==> config.mk <==
export PLATFORM = sky130hd
export DESIGN_NAME = chacha_front
export DESIGN_NICKNAME = d
export VERILOG_FILES = /design/src/rtl/chacha_pkg.sv /design/src/rtl/chacha_front.sv
export SDC_FILE = /design/constraint.sdc
export NUM_CORES = 1
export LEC_CHECK = 0
export BUFFER_PORTS_ARGS = -buffer_cell sky130_fd_sc_hd__buf_2
export CAP_MARGIN = 20
export CELL_PAD_IN_SITES_DETAIL_PLACEMENT = 1
export CELL_PAD_IN_SITES_GLOBAL_PLACEMENT = 1
export CORE_ASPECT_RATIO = 1.5
export CORE_MARGIN = 2
export CORE_UTILIZATION = 31
export DETAILED_ROUTE_END_ITERATION = 7
export GPL_TIMING_DRIVEN = 0
export PLACE_DENSITY_LB_ADDON = 0.2
export SYNTH_ARGS = -nofsm -noshare
export SYNTH_HDL_FRONTEND = slang
export SYNTH_SLANG_ARGS = --single-unit
==> constraint.sdc <==
create_clock -name clk -period 2 [get_ports clk]
set_input_delay 0.4 -clock clk [delete_from_list [all_inputs] [get_ports clk]]
set_output_delay 0.4 -clock clk [all_outputs]
set_load 0.01 [all_outputs]
==> src/rtl/chacha_pkg.sv <==
// ----------------------------------------------------------------------------
// chacha_pkg
// Shared types and constants of the ChaCha20 byte-stream cipher.
// ----------------------------------------------------------------------------
package chacha_pkg;

  // Input constant row of the ChaCha20 state ("expand 32-byte k").
  localparam logic [31:0] SIGMA_0 = 32'h6170_7865;
  localparam logic [31:0] SIGMA_1 = 32'h3320_646e;
  localparam logic [31:0] SIGMA_2 = 32'h7962_2d32;
  localparam logic [31:0] SIGMA_3 = 32'h6b20_6574;

  // Block counter value after reset.
  localparam logic [31:0] COUNTER_RESET = 32'd1;

  // Job queue between front and back.
  localparam int QUEUE_DEPTH = 4;
  localparam int QPTR_W      = $clog2(QUEUE_DEPTH);
  localparam int QCOUNT_W    = QPTR_W + 1;

  // 10 double rounds, each 8 steps of four parallel add-xor-rotate ops.
  localparam int ROUND_STEPS = 80;
  localparam int STEP_W      = $clog2(ROUND_STEPS);

  typedef logic [31:0] word_t;
  typedef logic [15:0][31:0] block_t;

  typedef enum logic [2:0] {
    REG_KEY_WORD_0      = 3'd0,
    REG_KEY_WORD_1      = 3'd1,
    REG_KEY_WORD_2      = 3'd2,
    REG_KEY_WORD_3      = 3'd3,
    REG_NONCE_LOW       = 3'd4,
    REG_NONCE_HIGH      = 3'd5,
    REG_INITIAL_COUNTER = 3'd6
  } cfg_reg_t;

  typedef struct packed {
    logic [3:0][63:0] key;
    logic [63:0]      nonce_low;
    logic [31:0]      nonce_high;
  } key_cfg_t;

  typedef struct packed {
    logic [7:0] data_byte;
    logic       last_byte;
  } in_item_t;

  typedef struct packed {
    logic [7:0] out_byte;
    logic       out_last;
  } out_item_t;

  // One classified byte on its way from front to back.
  typedef struct packed {
    logic [7:0]  data_byte;
    logic        last_byte;
    logic [5:0]  pos;
    logic        need_block;
    logic [31:0] counter;
  } job_t;

  typedef enum logic [1:0] {
    ST_IDLE,
    ST_ROUND,
    ST_FINAL,
    ST_EMIT
  } back_state_t;

endpackage

==> src/rtl/chacha_front.sv <==
// ----------------------------------------------------------------------------
// chacha_front
// Accepts bytes, tracks the offset and block counter of the message and
// marks the bytes that need a fresh keystream block.
// ----------------------------------------------------------------------------
module chacha_front (
  input  logic                 clk,
  input  logic                 rst,
  input  logic                 push,
  output logic                 full,
  input  chacha_pkg::in_item_t push_item,
  input  logic [31:0]          initial_counter,
  input  logic                 ctr_load,
  input  logic [31:0]          ctr_value,
  input  logic                 q_full,
  output logic                 q_wr,
  output chacha_pkg::job_t     q_entry
);

  logic [31:0] block_count;
  logic [5:0]  byte_position;
  logic        store_valid;
  logic        need_block;

  assign full       = q_full;
  assign q_wr       = push && !q_full;
  assign need_block = !store_valid || (byte_position == 6'd0);

  always_comb begin
    q_entry.data_byte  = push_item.data_byte;
    q_entry.last_byte  = push_item.last_byte;
    q_entry.pos        = byte_position;
    q_entry.need_block = need_block;
    q_entry.counter    = block_count;
  end

  always_ff @(posedge clk) begin
    if (rst) begin
      block_count   <= chacha_pkg::COUNTER_RESET;
      byte_position <= 6'd0;
      store_valid   <= 1'b0;
    end else if (q_wr) begin
      if (push_item.last_byte) begin
        byte_position <= 6'd0;
        store_valid   <= 1'b0;
        block_count   <= initial_counter;
      end else begin
        byte_position <= byte_position + 6'd1;
        store_valid   <= 1'b1;
        if (need_block) begin
          block_count <= block_count + 32'd1;
        end
      end
    end else if (ctr_load && !store_valid) begin
      block_count <= ctr_value;
    end
  end

  // Between messages the offset always sits at the start of a block.
  a_idle_offset_zero: assert property (@(posedge clk) disable iff (rst)
    !store_valid |-> (byte_position == 6'd0))
    else $error("offset not zero outside a message");

endmodule

* Word level (Yosys, flattened, before mapping)
Cells that the tools add are included.
Storage, ports and cells: word-level logic and storage cells 20, bits of input ports 78, output and inout bits 50, register bits after elaboration 39
Operators by class: equality and inequality tests 1, reduce and logical (&&, ||, !) cells 8, add/sub/neg operators 2, multiplexer cells 6
Operators with widths (number):
- $mux W32 | 4
- $add A32 B1 Y32 const B | 1
- $add A6 B1 Y6 const B | 1
- $logic_not A6 Y1 | 1
- $mux W6 | 1
- $ne A3 B2 Y1 const B | 1
- $logic_and A1 B1 Y1 | 2
- $logic_not A1 Y1 | 2
- $reduce_and A2 Y1 | 1
- $reduce_bool A2 Y1 | 1
- $logic_or A1 B1 Y1 | 1
- $mux W1 | 1

* Longest topological paths before layout
word-level depth 5, depth in mapped cells 8, gate-level depth less buffers 8

* Worst setup path after synthesis
OpenSTA, ideal clock, no wires.
kind reg2reg, start point register block_count[0], end point register block_count[30], required time 1.875 ns, setup slack -0.003 ns, path buffers 1, stages on the path, launching flop included 8, arrival 1.879 ns, setup time 0.125 ns, cells stage by stage dfxtp_1 > ha_1 > and4_1 > buf_2 > nand3_2 > or4_4 > o41ai_2 > nor3_2
Between the ends: word-level cells in the longest chain between the ends 4
Ends and longest elaborated chain:
- from (decl) | RTL line chacha_front.sv:20 | logic [31:0] block_count;
- from (signal assigned) | RTL line chacha_front.sv:39 | block_count <= chacha_pkg::COUNTER_RESET;
- from (signal assigned) | RTL line chacha_front.sv:46 | block_count <= initial_counter;
- from (signal assigned) | RTL line chacha_front.sv:51 | block_count <= block_count + 32'd1;
- $add A32 B1 Y32 | RTL line chacha_front.sv:51
- $mux W32 | RTL line chacha_front.sv:50 | if (need_block) begin
- $mux W32 | RTL line chacha_front.sv:43 | if (push_item.last_byte) begin
- $mux W32 | RTL line chacha_front.sv:42 | end else if (q_wr) begin
No other way between the ends. The select of a mux whose other input is x is not followed. A chain may end at the register's enable or synchronous reset.

* Worst setup path after layout
start point register byte_position[5], end point register block_count[30]
Between the ends: word-level cells in the longest chain between the ends 4
Ends and longest elaborated chain:
- from (decl) | RTL line chacha_front.sv:21 | logic [5:0] byte_position;
- from (signal assigned) | RTL line chacha_front.sv:48 | byte_position <= byte_position + 6'd1;
- $logic_not A6 Y1 | RTL line chacha_front.sv:27 | assign need_block = !store_valid || (byte_position == 6'd0);
- $logic_or A1 B1 Y1 | RTL line chacha_front.sv:27
- $ne A3 B2 Y1 (no source line)
- $reduce_and A2 Y1 (no source line)
No other way between the ends.

==> results.ini <==
[finish]
n_fill_cell = 1231
synthToLayoutAreaGrowth_pct = 40.9
n_antenna_cell = 0
fin_cells = 665
nNetsFinal = 630
drive_gt1_share_pct = 41.5

[synth]
synth_edf_count = 0
yosysSeqAreaShare_pct = 25.4
syn_area_um2 = 3070
synth_ff_type = dfxtp_1
async_flop_share_pct = 0
syn-instance-count = 405
ys_seq_elements = 39
syn-mean-instance-area_um2 = 7.58
yosysWarnings = 0
synth_fp_nets = 486
ys_types = 61

[cts]
cts_hold_buf = 0
clock-root-buffer = clkbuf_16
htreeDepth = 2
numCtsBuffers = 5
max-clock-path-buffers = 2
cts_tree = done
clk_pin_slew_ps = 70
cts.sinks = 39
clk_latency_ps = 290

[timing]
timing.slew.headroom_pct = 50.0
hold_viol_final = 0
fin_crit_sh_pct = 101
grt_setup_unrepaired = true
fin_setup_tns_ps = -17.0
fmax_mhz = 496
fin_crit_ps = 2020
finalSetupViolCount = 1
drv_slew = 0
worst_pin_slew_ps = 750
skew_ps = 11.0
hold_ws_ps = 387
layout_setup_ws_ps = -17.0

[critical_path]
critPathArrivalTime_ps = 2190
path_max_fanout = 5
startpoint = byte_position[5]
required_ps = 2170
end_kind = register
cpPeakStageDelay_ps = 410
crit_path_cell_trace = or3_4 > o311ai_4 > buf_4 > o21a_4 > clkbuf_16 > mux2i_1 > nor3_2
start_kind = register
crit_type = reg -> reg
r2r-start = byte_position[5]
slowest_stage = or3_4

[die]
die_area_um2 = 10700
die_h_um = 126
rows = 44
core_um2 = 9630
ioPinCount = 128
die_x_um = 85.2
initial_core_util_pct = 31.8

[placed_design]
io_buffers = 118
gp_congestion = 0.891
pre_cts_slack_ps = -672
dpl.hpwl_um = 10700
dp.cells = 638

[drt]
vias = 3910
first_pass_iters = 5
dr.first_iter.drc_count = 273
wl_per_cell_um = 21.9
route.detailed.drc = 0
ant_nets = 0
viasPerCell = 5.88
routed_wl_um = 14600

[global_routing]
grt_pass1_wl_um = 21700
grt_util_met2_pct = 47.8
grt_pass1_vias = 4086
track_usage_pct = 26.1
use_met1_pct = 28.7
antenna_found_initial = 0
busiest_layer = met2
grt_max_degree = 12
grt-ovfl-total = 0
met3_usage_pct = 4.06

[status]
status = finished, violations left
violations = negative setup slack

[power_and_ir_drop]
total_power_uw = 2500
leakagePower_uw = 0.00193
irDropWorstVdd_mv = 0.331
power_density_nw_per_um2 = 579

[job]
max-cap-violations = 0

[hold_path]
hold_start = ctr_value[5]
hold_class = in -> reg

[through the flow]
step                      area [µm²]  util (%)
after CTS                       4130      42.9
after floorplan                 3070         -
after global placement          3800      39.5
final                           4320      44.9
after detailed placement        3800      39.5
after global routing            4320      44.9
[critical path: cells and delay by family, from the launching register on]
kind | cells | cell delay (ps)
flops | 1 | 340
mux | 1 | 220
buf+inv | 2 | 370
compound gates | 2 | 490
simple gates | 2 | 480
[path summary, 6_finish.rpt]
| check | end | depth (start not counted) | slack [ps] |
|---|---|---|---|
| setup / recovery | block_count[30] | 7 | -20 |
| hold / removal | block_count[5] | 3 | 390 |
| setup reg to reg | block_count[30] | 7 | -20 |
| hold reg to reg | block_count[1] | 2 | 520 |
[synth_stat cells, types with 3 or more instances]
cell type	count	area, µm²
a21o_1	5	37.5
a21oi_1	31	155
a311oi_2	9	135
a31oi_1	10	62.6
a32o_1	4	40.0
and2_1	4	25.0
and3_1	11	68.8
and4_1	5	43.8
buf_1	4	15.0
buf_2	4	20.0
buf_4	12	90.1
clkbuf_1	19	71.3
dfxtp_1	39	781
ha_1	3	37.5
inv_1	13	48.8
mux2i_1	5	50.1
nand2_1	52	195
nand2b_1	7	43.8
nand3_1	17	85.1
nand3b_1	4	30.0
nand4_1	13	81.3
nor2_1	34	128
nor3_1	5	25.0
nor3b_1	3	22.5
nor4_1	6	37.5
o211ai_1	8	60.1
o21a_1	3	22.5
o21ai_0	20	100
o221ai_1	3	26.3
o311ai_0	3	26.3
o31a_1	3	26.3
o32ai_1	6	52.6
xnor2_1	5	43.8
xor2_1	3	26.3
[cells by family (layout without fill, tap and decap cells)]
logic type | count (synthesis) | in the layout | share of synthesized area [%]
adder cells (fa/ha/maj) | 3 | 3 | 1.22
multiplexers | 5 | 5 | 1.63
XOR/XNOR | 8 | 8 | 2.28
AO/OA/AOI/OAI | 122 | 122 | 30.2
buffers and inverters | 54 | 199 | 8.73
flip-flops | 39 | 39 | 25.4
AND/OR/NAND/NOR | 174 | 174 | 30.5
[flip-flops by register name (all words and copies together) (netlist names)]
| name | flops |
|---|---|
| block_count | 32 |
| byte_position | 6 |
| store_valid | 1 |
[area by class of cell]
class | count | area (µm²) | share of cell area [%]
inverter | 13 | 51.3 | 1.19
sequential | 39 | 807 | 18.7
timing repair buffer | 137 | 754 | 17.5
clock buffer | 8 | 156 | 3.62
tap | 115 | 144 | 3.33
multi-input combinational | 312 | 2140 | 49.5
buffer | 41 | 269 | 6.22
[power breakdown]
group | switching (µW) | internal, µW | leakage (µW) | total (µW)
Clock | 355 | 533 | 0.0000772 | 888
Combinational | 375 | 298 | 0.00153 | 673
Sequential | 103 | 838 | 0.000328 | 941
Total | 833 | 1670 | 0.00193 | 2500
[what timing repair did]
action / CTS / global route
gates resized for setup: 34 / 38
setup buffers: 10 / 8
pin swaps: 6 / 8
endpoints found under the setup margin: 37 / 33
gates cloned: 0 / 1
[layer usage]
| layer | routed length [µm] | vias up |
|---|---|---|
| li1 | - | 1789 |
| met1 | 5500 | 1931 |
| met2 | 7870 | 154 |
| met3 | 794 | 36 |
| met4 | 413 | 0 |
| met5 | 0 | - |
[cells in the final DEF, fill, tap and decap left out, types with 6 or more instances in the layout]
cell type  netlist  final
nand3_1         17     17
o211ai_1         8      8
buf_4           12     28
a311oi_2         9      9
clkbuf_1        19     10
a21oi_1         31     30
nand4_1         13     13
clkbuf_16        0      6
clkbuf_2         0      9
a31oi_1         10     10
o21ai_0         20     19
nor2_1          34     33
and3_1          11     11
nand2_1         52     51
dfxtp_2          0     12
buf_2            4    121
nand2b_1         7      6
inv_1           13      9
dfxtp_1         39     24
Note: power is estimated with default switching activity, not from simulation.
