## src/rtl/chacha_pkg.sv

```systemverilog
// ----------------------------------------------------------------------------
// chacha_pkg
// Shared types and constants of the ChaCha20 byte-stream cipher.
// ----------------------------------------------------------------------------
package chacha_pkg;

  // Input constant row of the ChaCha20 state ("expand 32-byte k").
  localparam logic [31:0] SIGMA_0 = 32'h6170_7865;
  localparam logic [31:0] SIGMA_1 = 32'h3320_646e;
  localparam logic [31:0] SIGMA_2 = 32'h7962_2d32;
  localparam logic [31:0] SIGMA_3 = 32'h6b20_6574;

  // Block counter value after reset.
  localparam logic [31:0] COUNTER_RESET = 32'd1;

  // Job queue between front and back.
  localparam int QUEUE_DEPTH = 4;
  localparam int QPTR_W      = $clog2(QUEUE_DEPTH);
  localparam int QCOUNT_W    = QPTR_W + 1;

  // 10 double rounds, each 8 steps of four parallel add-xor-rotate ops.
  localparam int ROUND_STEPS = 80;
  localparam int STEP_W      = $clog2(ROUND_STEPS);

  typedef logic [31:0] word_t;
  typedef logic [15:0][31:0] block_t;

  typedef enum logic [2:0] {
    REG_KEY_WORD_0      = 3'd0,
    REG_KEY_WORD_1      = 3'd1,
    REG_KEY_WORD_2      = 3'd2,
    REG_KEY_WORD_3      = 3'd3,
    REG_NONCE_LOW       = 3'd4,
    REG_NONCE_HIGH      = 3'd5,
    REG_INITIAL_COUNTER = 3'd6
  } cfg_reg_t;

  typedef struct packed {
    logic [3:0][63:0] key;
    logic [63:0]      nonce_low;
    logic [31:0]      nonce_high;
  } key_cfg_t;

  typedef struct packed {
    logic [7:0] data_byte;
    logic       last_byte;
  } in_item_t;

  typedef struct packed {
    logic [7:0] out_byte;
    logic       out_last;
  } out_item_t;

  // One classified byte on its way from front to back.
  typedef struct packed {
    logic [7:0]  data_byte;
    logic        last_byte;
    logic [5:0]  pos;
    logic        need_block;
    logic [31:0] counter;
  } job_t;

  typedef enum logic [1:0] {
    ST_IDLE,
    ST_ROUND,
    ST_FINAL,
    ST_EMIT
  } back_state_t;

endpackage

```

## src/rtl/chacha_queue.sv

```systemverilog
// ----------------------------------------------------------------------------
// chacha_queue
// Short job queue that decouples the front from the block generator.
// ----------------------------------------------------------------------------
module chacha_queue (
  input  logic             clk,
  input  logic             rst,
  input  logic             wr,
  input  chacha_pkg::job_t wr_entry,
  output logic             full,
  input  logic             rd,
  output chacha_pkg::job_t rd_entry,
  output logic             empty
);

  chacha_pkg::job_t                slots [chacha_pkg::QUEUE_DEPTH];
  logic [chacha_pkg::QPTR_W-1:0]   wr_ptr;
  logic [chacha_pkg::QPTR_W-1:0]   rd_ptr;
  logic [chacha_pkg::QCOUNT_W-1:0] count;

  assign full     = (count == chacha_pkg::QCOUNT_W'(chacha_pkg::QUEUE_DEPTH));
  assign empty    = (count == '0);
  assign rd_entry = slots[rd_ptr];

  always_ff @(posedge clk) begin
    if (wr) begin
      slots[wr_ptr] <= wr_entry;
    end
  end

  always_ff @(posedge clk) begin
    if (rst) begin
      wr_ptr <= '0;
      rd_ptr <= '0;
      count  <= '0;
    end else begin
      if (wr) begin
        wr_ptr <= wr_ptr + 1'b1;
      end
      if (rd) begin
        rd_ptr <= rd_ptr + 1'b1;
      end
      if (wr && !rd) begin
        count <= count + 1'b1;
      end else if (rd && !wr) begin
        count <= count - 1'b1;
      end
    end
  end

  a_count_bound: assert property (@(posedge clk) disable iff (rst)
    count <= chacha_pkg::QCOUNT_W'(chacha_pkg::QUEUE_DEPTH))
    else $error("queue count exceeds depth");

endmodule

```

## config.mk

```make
export PLATFORM = sky130hd
export DESIGN_NAME = chacha_queue
export DESIGN_NICKNAME = d
export VERILOG_FILES = /design/src/rtl/chacha_pkg.sv /design/src/rtl/chacha_queue.sv
export SDC_FILE = /design/constraint.sdc
export NUM_CORES = 1
export LEC_CHECK = 0
export BUFFER_PORTS_ARGS = -buffer_cell sky130_fd_sc_hd__clkbuf_2
export CORE_ASPECT_RATIO = 0.7
export CORE_MARGIN = 3
export CORE_UTILIZATION = 45
export CTS_CLUSTER_DIAMETER = 200
export DETAILED_ROUTE_END_ITERATION = 16
export SKIP_LAST_GASP = 1
export SYNTH_ARGS = -nofsm -noshare
export SYNTH_HDL_FRONTEND = slang
export SYNTH_SLANG_ARGS = --single-unit
```

## constraint.sdc

```tcl
create_clock -name clk -period 3.33 [get_ports clk]
set_input_delay 0.4995 -clock clk [delete_from_list [all_inputs] [get_ports clk]]
set_output_delay 0.4995 -clock clk [all_outputs]
set_load 0.03 [all_outputs]
```

==> Word level (Yosys, flattened, before mapping) <==
Memory sizes are Yosys's and may differ from the RTL's. A register that Yosys moved wholly into a read port is not among the register bits.
Cells that the tools add are included.
{ "op_classes": {"n_addsub": 4, "n_eq_ne": 1, "mux": 6, "n_reduce_logical": 6} }
{ "op_table": {"columns": ["cell", "n"], "rows": [
  ["$mux 3", 2],
  ["$add 2x1->2 const B", 2],
  ["$mux 2", 2],
  ["$add 3x1->3 const B", 1],
  ["$eq 3x3->1 const B", 1],
  ["$logic_not 3->1", 1],
  ["$sub 3x1->3 const B", 1],
  ["$logic_and 1x1->1", 2],
  ["$logic_not 1->1", 2],
  ["$mux 1", 2],
  ["$reduce_bool 2->1", 1]
]} }
{ "totals": {"register_bits": 7, "ramBits": 192, "word_cells": 21, "mem_count": 1} }
{ "mem_list": {"columns": ["memory", "depth", "width", "rd", "rd_ports_with_merged_regs", "write_ports", "line_no", "source"], "rows": [
  ["slots", 4, 48, 1, 1, 1, "chacha_queue.sv:16", "chacha_pkg::job_t slots [chacha_pkg::QUEUE_DEPTH];"]
]} }

==> Longest topological paths before layout <==
Gate-level depths: netlist (run 1).
{ "depth": {"ltp_word": 4, "mapped_depth": 7, "depth_no_buf": 7} }

==> Worst setup path before layout (run 1) <==
OpenSTA, ideal clock, no wires.
{ "synth_path": {"path_type": "reg-to-reg", "start": "reg wr_ptr[0] in the netlist's numbering", "end": "mem slots[2][0] in the netlist's numbering (enable)", "setup_ps": 410, "arrival_ps": 1690, "required_ps": 2920, "path_slack_ps": 1230, "path_stages_with_launch": 4, "path_buffers": 0, "period_less_slack_ps": 2100, "path_cell_list": "dfxtp_1 -> inv_1 -> ha_1 -> and2_1"} }
{ "synth_rtl": {"columns": ["element", "line_no", "source"], "rows": [
  ["start, declared", "chacha_queue.sv:17", "logic [chacha_pkg::QPTR_W-1:0] wr_ptr;"],
  ["start signal, assigned", "chacha_queue.sv:38", "wr_ptr <= wr_ptr + 1'b1;"],
  ["end, declared", "chacha_queue.sv:16", null]
]} }
No word-level cell before the write port.

==> summary.json, run 1 <==
{
  "run_status": {"value": "finished, final reports clean"},
  "cp_slowest_stage_delay": {"value": 0.62, "unit": "ns"},
  "post_route_cell_area": {"value": 8820, "unit": "um^2"},
  "cts_buf_count": {"value": 20},
  "simple_gate_portion_of_the_synthesized_area": {"value": 0.0100},
  "synth-seq-cells": {"value": 201},
  "route.vias.total": {"value": 3292},
  "crit_path_start_kind": {"value": "flip-flop"},
  "grtUsageTotal": {"value": 0.144},
  "dieHeight": {"value": 113, "unit": "um"},
  "core_area": {"value": 15700, "unit": "um^2"},
  "comb_power_share": {"value": 0.116},
  "dominant_combinational_cell_family_by_area_after_synthesis": {"value": "multiplexers"},
  "power.share.sequential": {"value": 0.512},
  "area_delta_synth_final": {"value": 20.0, "unit": "%"},
  "resize_count_post_cts": {"value": 0},
  "setup_viol": {"value": 0},
  "initial_core_util": {"value": 0.467},
  "period_minus_slack": {"value": 2.71, "unit": "ns"},
  "synth.area.mux_share": {"value": 0.150},
  "ios": {"value": 102},
  "synth_seq_area_share": {"value": 0.809},
  "clock-skew-final": {"value": 0.0147, "unit": "ns"},
  "cp_cell_sequence": {"value": "buf_12, mux4_2, clkbuf_2"},
  "report.final.hold_viol_count": {"value": 0},
  "htree_num_levels": {"value": 1},
  "rows": {"value": 38},
  "slew-limit-headroom": {"value": 0.512},
  "worst_hold_path_type": {"value": "primary input to flip-flop"},
  "clk-insertion-delay-late": {"value": 0.48, "unit": "ns"},
  "hold_buffers": {"value": 0},
  "finalWeightedCongestion": {"value": 0.685},
  "fp.dieArea": {"value": 17900, "unit": "um^2"},
  "power_density": {"value": 655, "unit": "nW/um^2"},
  "wl_met3": {"value": 873, "unit": "um"},
  "fillers": {"value": 1201},
  "syn_area_per_cell": {"value": 25.0, "unit": "um^2"},
  "synth_compound_gate_area_share": {"value": 0.00136},
  "switching_share": {"value": 0.229},
  "hold_depth": {"value": 1},
  "clockBufferDepth": {"value": 3},
  "timing.critical_path.slowest_stage_cell": {"value": "sky130_fd_sc_hd__dfxtp_4"},
  "pin_count_of_the_biggest_net_entering_global_routing": {"value": 32},
  "final_layout_size_suffix_gt1_frac": {"value": 0.445},
  "detail_route.drc_violations": {"value": 0},
  "numClockSinks": {"value": 201},
  "initial_antenna_violation_count": {"value": 0},
  "grt_setup_unrepaired": {"value": "no"},
  "wl_met1": {"value": 5740, "unit": "um"},
  "required": {"value": 2.83, "unit": "ns"},
  "tritoncts": {"value": "yes"},
  "endpoint_kind": {"value": "output port"},
  "routedWlPerCell": {"value": 19.5, "unit": "um"},
  "antenna_violating_nets_post_route": {"value": 0},
  "worst-endpoint-arrival": {"value": 2.21, "unit": "ns"},
  "die_width": {"value": 159, "unit": "um"},
  "dpl-instance-area": {"value": 8180, "unit": "um^2"},
  "critical_path.max_fanout": {"value": 29},
  "synth.cell_area": {"value": 7350, "unit": "um^2"},
  "detail_route.vias_per_cell": {"value": 5.09},
  "synth.top_cells.by_area": {"value": "sky130_fd_sc_hd__edfxtp_1 (78%), sky130_fd_sc_hd__mux4_2 (15%), sky130_fd_sc_hd__dfxtp_1 (2.5%)"},
  "cellInternalPower": {"value": 4.45, "unit": "mW"},
  "power_frac_clock": {"value": 0.372},
  "ys.warnings.count": {"value": 0},
  "post_synthesis_adder_cell_area_fraction": {"value": 0.0112},
  "route.top_layer_used": {"value": "met4"},
  "net-switching-power": {"value": 1.32, "unit": "mW"},
  "post_cts_setup_inserts": {"value": 0},
  "hpwl": {"value": 7620, "unit": "um"},
  "diodes": {"value": 0},
  "first_global_vias": {"value": 3508},
  "global_route_wire_length_before_repair": {"value": 20000, "unit": "um"},
  "yosysTopAreaCell": {"value": "sky130_fd_sc_hd__edfxtp_1"},
  "power.ir.vdd_worst": {"value": 0.419, "unit": "mV"},
  "synth_cells": {"value": 294},
  "wl_met2": {"value": 5770, "unit": "um"},
  "slew_at_the_pin_closest_to_its_max_slew_limit": {"value": 0.731, "unit": "ns"},
  "port_buffers": {"value": 101},
  "drt_wl_total": {"value": 12600, "unit": "um"},
  "r2r.worst_path.cells": {"value": 4},
  "classification_of_the_worst_setup_path": {"value": "flip-flop to output port"},
  "fraction_of_post_synthesis_cell_area_in_the_top_cell_type_by_area": {"value": 0.785},
  "yosys.area_share.xor_xnor": {"value": 0.00596},
  "path_clk_slew": {"value": 0.06, "unit": "ns"},
  "fin_crit_sh": {"value": 0.813},
  "post_synth_num_cell_types": {"value": 21},
  "overall_overflow_remaining_after_global_route": {"value": 0},
  "slew_viol_final": {"value": 0},
  "cellLeakagePower": {"value": 3.02, "unit": "nW"},
  "detailedRoute.firstPassIterationCount": {"value": 4},
  "num-nets-final": {"value": 471},
  "syn-num-nets": {"value": 352},
  "root_buffer": {"value": "sky130_fd_sc_hd__clkbuf_16"},
  "drv_cap": {"value": 0},
  "initialDrtViolationCount": {"value": 188},
  "final.setup.tns": {"value": 0, "unit": "ns"},
  "maximum_clock_frequency": {"value": 0.370, "unit": "GHz"}
}
[cell usage after synthesis (all sizes together)]
master	n
mux2i	2
nand2	1
mux4	48
nor3b	1
and2	4
a21oi	1
o21ai	1
or3	1
xnor2	2
dfxtp	9
buf	8
clkbuf	3
ha	5
nor2	7
fa	1
xor2	3
nor3	1
edfxtp	192
inv	4
[kinds of logic (layout without fill, tap and decap cells)]
kind of cell             count (synthesis)  after routing
adder cells (fa/ha/maj)                  6              6
buffers and inverters                   15            148
AO/OA/AOI/OAI                            2              2
XOR/XNOR                                 5              5
flip-flops                             201            201
AND/OR/NAND/NOR                         15             15
multiplexers                            50             50
[critical path: cells and delay by family, from the launching register on]
| family | cells | cell delay (ns) |
|---|---|---|
| buffers and inverters | 2 | 0.52 |
| DFF | 1 | 0.62 |
| muxes | 1 | 0.57 |
[registers in the layout, summed over array words and instances (netlist names), named ones only]
signal / cells
rd_ptr: 2
wr_ptr: 2
slots: 192
count: 3
[routing by layer]
| metal | GRT usage | up-vias |
|---|---|---|
| met1 | 0.202 | 1695 |
| met5 | 0 | - |
| met3 | 0.0476 | 20 |
| met2 | 0.226 | 94 |
| met4 | 0.0309 | 0 |
| li1 | - | 1483 |
[area by class of cell]
class	count	area (um^2)	share of cell area
flip-flops and latches	201	5950	0.675
multi-input cells	78	1320	0.149
repair buffers	108	621	0.0704
clock buffers	29	586	0.0664
well taps	220	275	0.0312
clock inverters	7	56.3	0.00638
inverters	4	15.0	0.00170
[placed cells by master (no fill, tap or decap)]
cell / instances
sky130_fd_sc_hd__nor3b_1: 1
sky130_fd_sc_hd__clkinv_1: 3
sky130_fd_sc_hd__or3_1: 1
sky130_fd_sc_hd__edfxtp_1: 192
sky130_fd_sc_hd__buf_12: 5
sky130_fd_sc_hd__a21oi_1: 1
sky130_fd_sc_hd__mux2i_1: 2
sky130_fd_sc_hd__clkbuf_2: 101
sky130_fd_sc_hd__dfxtp_4: 1
sky130_fd_sc_hd__and2_2: 4
sky130_fd_sc_hd__dfxtp_1: 7
sky130_fd_sc_hd__ha_1: 5
sky130_fd_sc_hd__buf_4: 2
sky130_fd_sc_hd__clkbuf_8: 3
sky130_fd_sc_hd__xnor2_1: 2
sky130_fd_sc_hd__bufinv_16: 1
sky130_fd_sc_hd__xor2_1: 3
sky130_fd_sc_hd__clkinv_2: 3
sky130_fd_sc_hd__nor3_1: 1
sky130_fd_sc_hd__o21ai_0: 1
sky130_fd_sc_hd__nand2_1: 1
sky130_fd_sc_hd__inv_1: 4
sky130_fd_sc_hd__clkbuf_1: 5
sky130_fd_sc_hd__clkbuf_16: 21
sky130_fd_sc_hd__fa_1: 1
sky130_fd_sc_hd__dfxtp_2: 1
sky130_fd_sc_hd__nor2_1: 7
sky130_fd_sc_hd__mux4_2: 48
[per-stage QoR]
step                std cells  total power, mW  worst slack (ns)  hold slack [ns]  utilization
floorplan                 294             3.47              1.23            0.466            -
global placement          611             3.68              1.06            0.483        0.520
detailed placement        611             3.69              1.06            0.493        0.520
CTS                       647             5.85             0.553            0.221        0.560
global route              647             6.01             0.479            0.228        0.560
finish                    647             5.77             0.624            0.236        0.560
[power by group through the flow]
| stage | combinational [mW] | sequential (mW) | clock, mW |
|---|---|---|---|
| floorplan | 0.483 | 2.98 | 0 |
| global placement | 0.678 | 3.01 | 0 |
| finish | 0.670 | 2.95 | 2.15 |
| global route | 0.720 | 2.97 | 2.33 |
| detailed placement | 0.683 | 3.01 | 0 |
| CTS | 0.685 | 2.96 | 2.21 |
[final timing paths]
| path | from | to | slack [ns] |
|---|---|---|---|
| max | flip-flop | rd_entry[23] | 0.62 |
| min | wr_entry[37] | slots[1][37]$_DFFE_PP_ | 0.24 |
| max reg2reg | wr_ptr[0]$_SDFFE_PP0P_ | slots[0][27]$_DFFE_PP_ | 1.55 |
| min reg2reg | count[2]$_SDFFE_PP0P_ | count[2]$_SDFFE_PP0P_ | 0.50 |
(Power assumes the default switching activity.)
==> run 2, diff against run 1 <==
==> constraint.sdc (replaced) <==
create_clock -name clk -period 2.71 [get_ports clk]
set_input_delay 0.4065 -clock clk [delete_from_list [all_inputs] [get_ports clk]]
set_output_delay 0.4065 -clock clk [all_outputs]
set_load 0.03 [all_outputs]
==> run 2 against run 1 <==
Net effect:
- first-iteration DRC count up 19%
- worst setup slack worse by 0.43 ns
- highest routed layer unchanged
- via count up 1.0%
- clock power up 15%
- final area down 0.52%
- sequential cell count unchanged
- register-to-register slack worse by 0.51 ns
- total power up 20%
==> summary.json, run 2 (synthesized netlist as in run 1, its figures left out) <==
{
  "pin_count_of_the_biggest_net_entering_global_routing": {"value": 31, "change": "-3.1%"},
  "run_status": {"value": "finished, final reports clean"},
  "slew_at_the_pin_closest_to_its_max_slew_limit": {"value": 0.464, "unit": "ns", "change": "-0.267 ns"},
  "final_cell_count_no_fill": {"value": 652, "change": "+0.77%"},
  "clock-skew-final": {"value": 0.00713, "unit": "ns", "change": "-0.00755 ns"},
  "global_route_wire_length_before_repair": {"value": 20700, "unit": "um", "change": "+3.8%"},
  "post_cts_setup_inserts": {"value": 0, "change": "unchanged"},
  "root_buffer": {"value": "sky130_fd_sc_hd__clkbuf_16"},
  "maximum_clock_frequency": {"value": 0.397, "unit": "GHz"},
  "layout_commonest_cell": {"value": "sky130_fd_sc_hd__edfxtp_1"},
  "rows": {"value": 38, "change": "unchanged"},
  "endpoint_kind": {"value": "output port"},
  "final.setup.tns": {"value": 0, "unit": "ns", "change": "unchanged"},
  "final_cell_mix": {"value": "sky130_fd_sc_hd__edfxtp_1 (192), sky130_fd_sc_hd__clkbuf_2 (101), sky130_fd_sc_hd__mux4_2 (48)"},
  "detailedRoute.firstPassIterationCount": {"value": 4, "change": "unchanged"},
  "classification_of_the_worst_setup_path": {"value": "flip-flop to output port"},
  "clk-insertion-delay-late": {"value": 0.48, "unit": "ns", "change": "about the same"},
  "finalHoldWorstSlack": {"value": 0.144, "unit": "ns", "change": "-0.0923 ns"},
  "fp.dieArea": {"value": 17900, "unit": "um^2", "change": "unchanged"},
  "hold_buffers": {"value": 0, "change": "unchanged"},
  "numClockSinks": {"value": 201, "change": "unchanged"},
  "reg_top3": {"value": "slots x192, count x3"},
  "fin_crit_sh": {"value": 0.930},
  "cellLeakagePower": {"value": 3.00, "unit": "nW", "change": "-0.58%"},
  "diodes": {"value": 0, "change": "unchanged"},
  "area_delta_synth_final": {"value": 19.4, "unit": "%"},
  "clockBufferDepth": {"value": 3, "change": "unchanged"},
  "crit_path_start_kind": {"value": "flip-flop"},
  "grt_setup_unrepaired": {"value": "no"},
  "post_route_cell_area": {"value": 8770, "unit": "um^2", "change": "-0.52%"},
  "tritoncts": {"value": "yes"},
  "die_width": {"value": 159, "unit": "um", "change": "unchanged"},
  "initial_core_util": {"value": 0.467, "change": "unchanged"},
  "detail_route.drc_violations": {"value": 0, "change": "unchanged"},
  "overall_overflow_remaining_after_global_route": {"value": 0, "change": "unchanged"},
  "use_met3": {"value": 0.0531, "change": "+0.00549"},
  "first_global_vias": {"value": 3712, "change": "+5.8%"},
  "port_buffers": {"value": 101, "change": "unchanged"},
  "worst_hold_path_type": {"value": "primary input to flip-flop"},
  "initial_antenna_violation_count": {"value": 0, "change": "unchanged"},
  "antenna_violating_nets_post_route": {"value": 0, "change": "unchanged"},
  "detail_route.vias_per_cell": {"value": 5.10, "change": "+0.23%"},
  "finalWeightedCongestion": {"value": 0.725, "change": "+5.8%"},
  "ios": {"value": 102, "change": "unchanged"},
  "p_total": {"value": 6.94, "unit": "mW", "change": "+20%"},
  "drv_cap": {"value": 0, "change": "unchanged"},
  "required": {"value": 2.30, "unit": "ns", "change": "-0.53 ns"},
  "setup_viol": {"value": 0, "change": "unchanged"},
  "resize_count_post_cts": {"value": 0, "change": "unchanged"},
  "power_density": {"value": 791, "unit": "nW/um^2", "change": "+21%"},
  "route.vias.total": {"value": 3325, "change": "+1.0%"},
  "power.ir.vdd_worst": {"value": 0.392, "unit": "mV", "change": "-6.4%"},
  "dieHeight": {"value": 113, "unit": "um", "change": "unchanged"},
  "numPlacedInstances": {"value": 616, "change": "+0.82%"},
  "final_layout_size_suffix_gt1_frac": {"value": 0.438, "change": "-0.00746"},
  "hold_depth": {"value": 1, "change": "unchanged"},
  "gr-usage-met1": {"value": 0.200, "change": "-0.00255"},
  "critical_path.max_fanout": {"value": 15, "change": "-48%"},
  "report.final.hold_viol_count": {"value": 0, "change": "unchanged"},
  "num-nets-final": {"value": 476, "change": "+1.1%"},
  "core_area": {"value": 15700, "unit": "um^2", "change": "unchanged"},
  "slew_viol_final": {"value": 0, "change": "unchanged"},
  "grt-busiest-layer": {"value": "met2"},
  "hpwl": {"value": 7850, "unit": "um", "change": "+3.1%"},
  "htree_num_levels": {"value": 1, "change": "unchanged"},
  "path_clk_slew": {"value": 0.06, "unit": "ns", "change": "about the same"},
  "routedWlPerCell": {"value": 19.8, "unit": "um", "change": "+1.6%"},
  "period_minus_slack": {"value": 2.52, "unit": "ns"},
  "initialDrtViolationCount": {"value": 224, "change": "+19%"},
  "flip_flop_count_of_the_largest_register_after_layout": {"value": 192, "change": "unchanged"},
  "dpl-instance-area": {"value": 8190, "unit": "um^2", "change": "+0.15%"},
  "cts_buf_count": {"value": 20, "change": "unchanged"},
  "r2r.worst_path.cells": {"value": 3, "change": "-1"},
  "grtUsageTotal": {"value": 0.149, "change": "+0.00482"},
  "slew-limit-headroom": {"value": 0.690, "change": "+0.178"},
  "worst-endpoint-arrival": {"value": 2.11, "unit": "ns", "change": "-0.10 ns"},
  "register_with_the_most_flip_flops": {"value": "slots"},
  "drt_wl_total": {"value": 12900, "unit": "um", "change": "+2.4%"},
  "grt_use_met2": {"value": 0.240, "change": "+0.0135"}
}
## run 2: changes by cell type in the layout (fill, tap and decap cells not counted), sizes merged
cell / change
clkbuf: +5
bufinv: -1
clkinv: -4
buf: +5
## run 2: path summary, 6_finish.rpt
check,endpoint,slack (ns),start
setup reg to reg,slots[1][39]$_DFFE_PP_,1.04,wr_ptr[0]$_SDFFE_PP0P_
hold reg to reg,count[2]$_SDFFE_PP0P_,0.50,count[2]$_SDFFE_PP0P_
setup / recovery,rd_entry[18],0.19,flip-flop
hold / removal,slots[2][32]$_DFFE_PP_,0.14,wr_entry[32]
## run 2: layer usage
metal / part of all wire / vias to the layer above / routed length (um)
met2: 0.46 / 102 / 6000
met1: 0.45 / 1711 / 5770
li1: - / 1490 / -
met4: 0.017 / 0 / 218
met5: 0 / - / 0
met3: 0.073 / 22 / 946
## run 2: report_power, final
group          switching (mW)  total (mW)  internal, mW
Combinational           0.521       0.834         0.313
Sequential             0.0595        3.62          3.57
Clock                    1.04        2.48          1.44
## run 2: area by class of cell
cell class	count	area (um^2)
multi-input cells	78	1320
fillers	1207	6960
well taps	220	275
flip-flops and latches	201	5950
clock buffers	34	574
clock inverters	2	8.76
inverters	4	15.0
repair buffers	113	633
## run 2: worst max-delay path: stages (launching register included)
cell,delay (ns)
sky130_fd_sc_hd__dfxtp_4,0.55
sky130_fd_sc_hd__buf_4,0.33
sky130_fd_sc_hd__mux4_2,0.56
sky130_fd_sc_hd__clkbuf_2,0.20
## run 2: through the flow
| step | util | setup WS, ns |
|---|---|---|
| global route | 0.557 | 0.0456 |
| CTS | 0.557 | 0.120 |
| finish | 0.557 | 0.191 |
| global placement | 0.520 | 0.655 |
| floorplan | - | 0.610 |
| detailed placement | 0.520 | 0.634 |
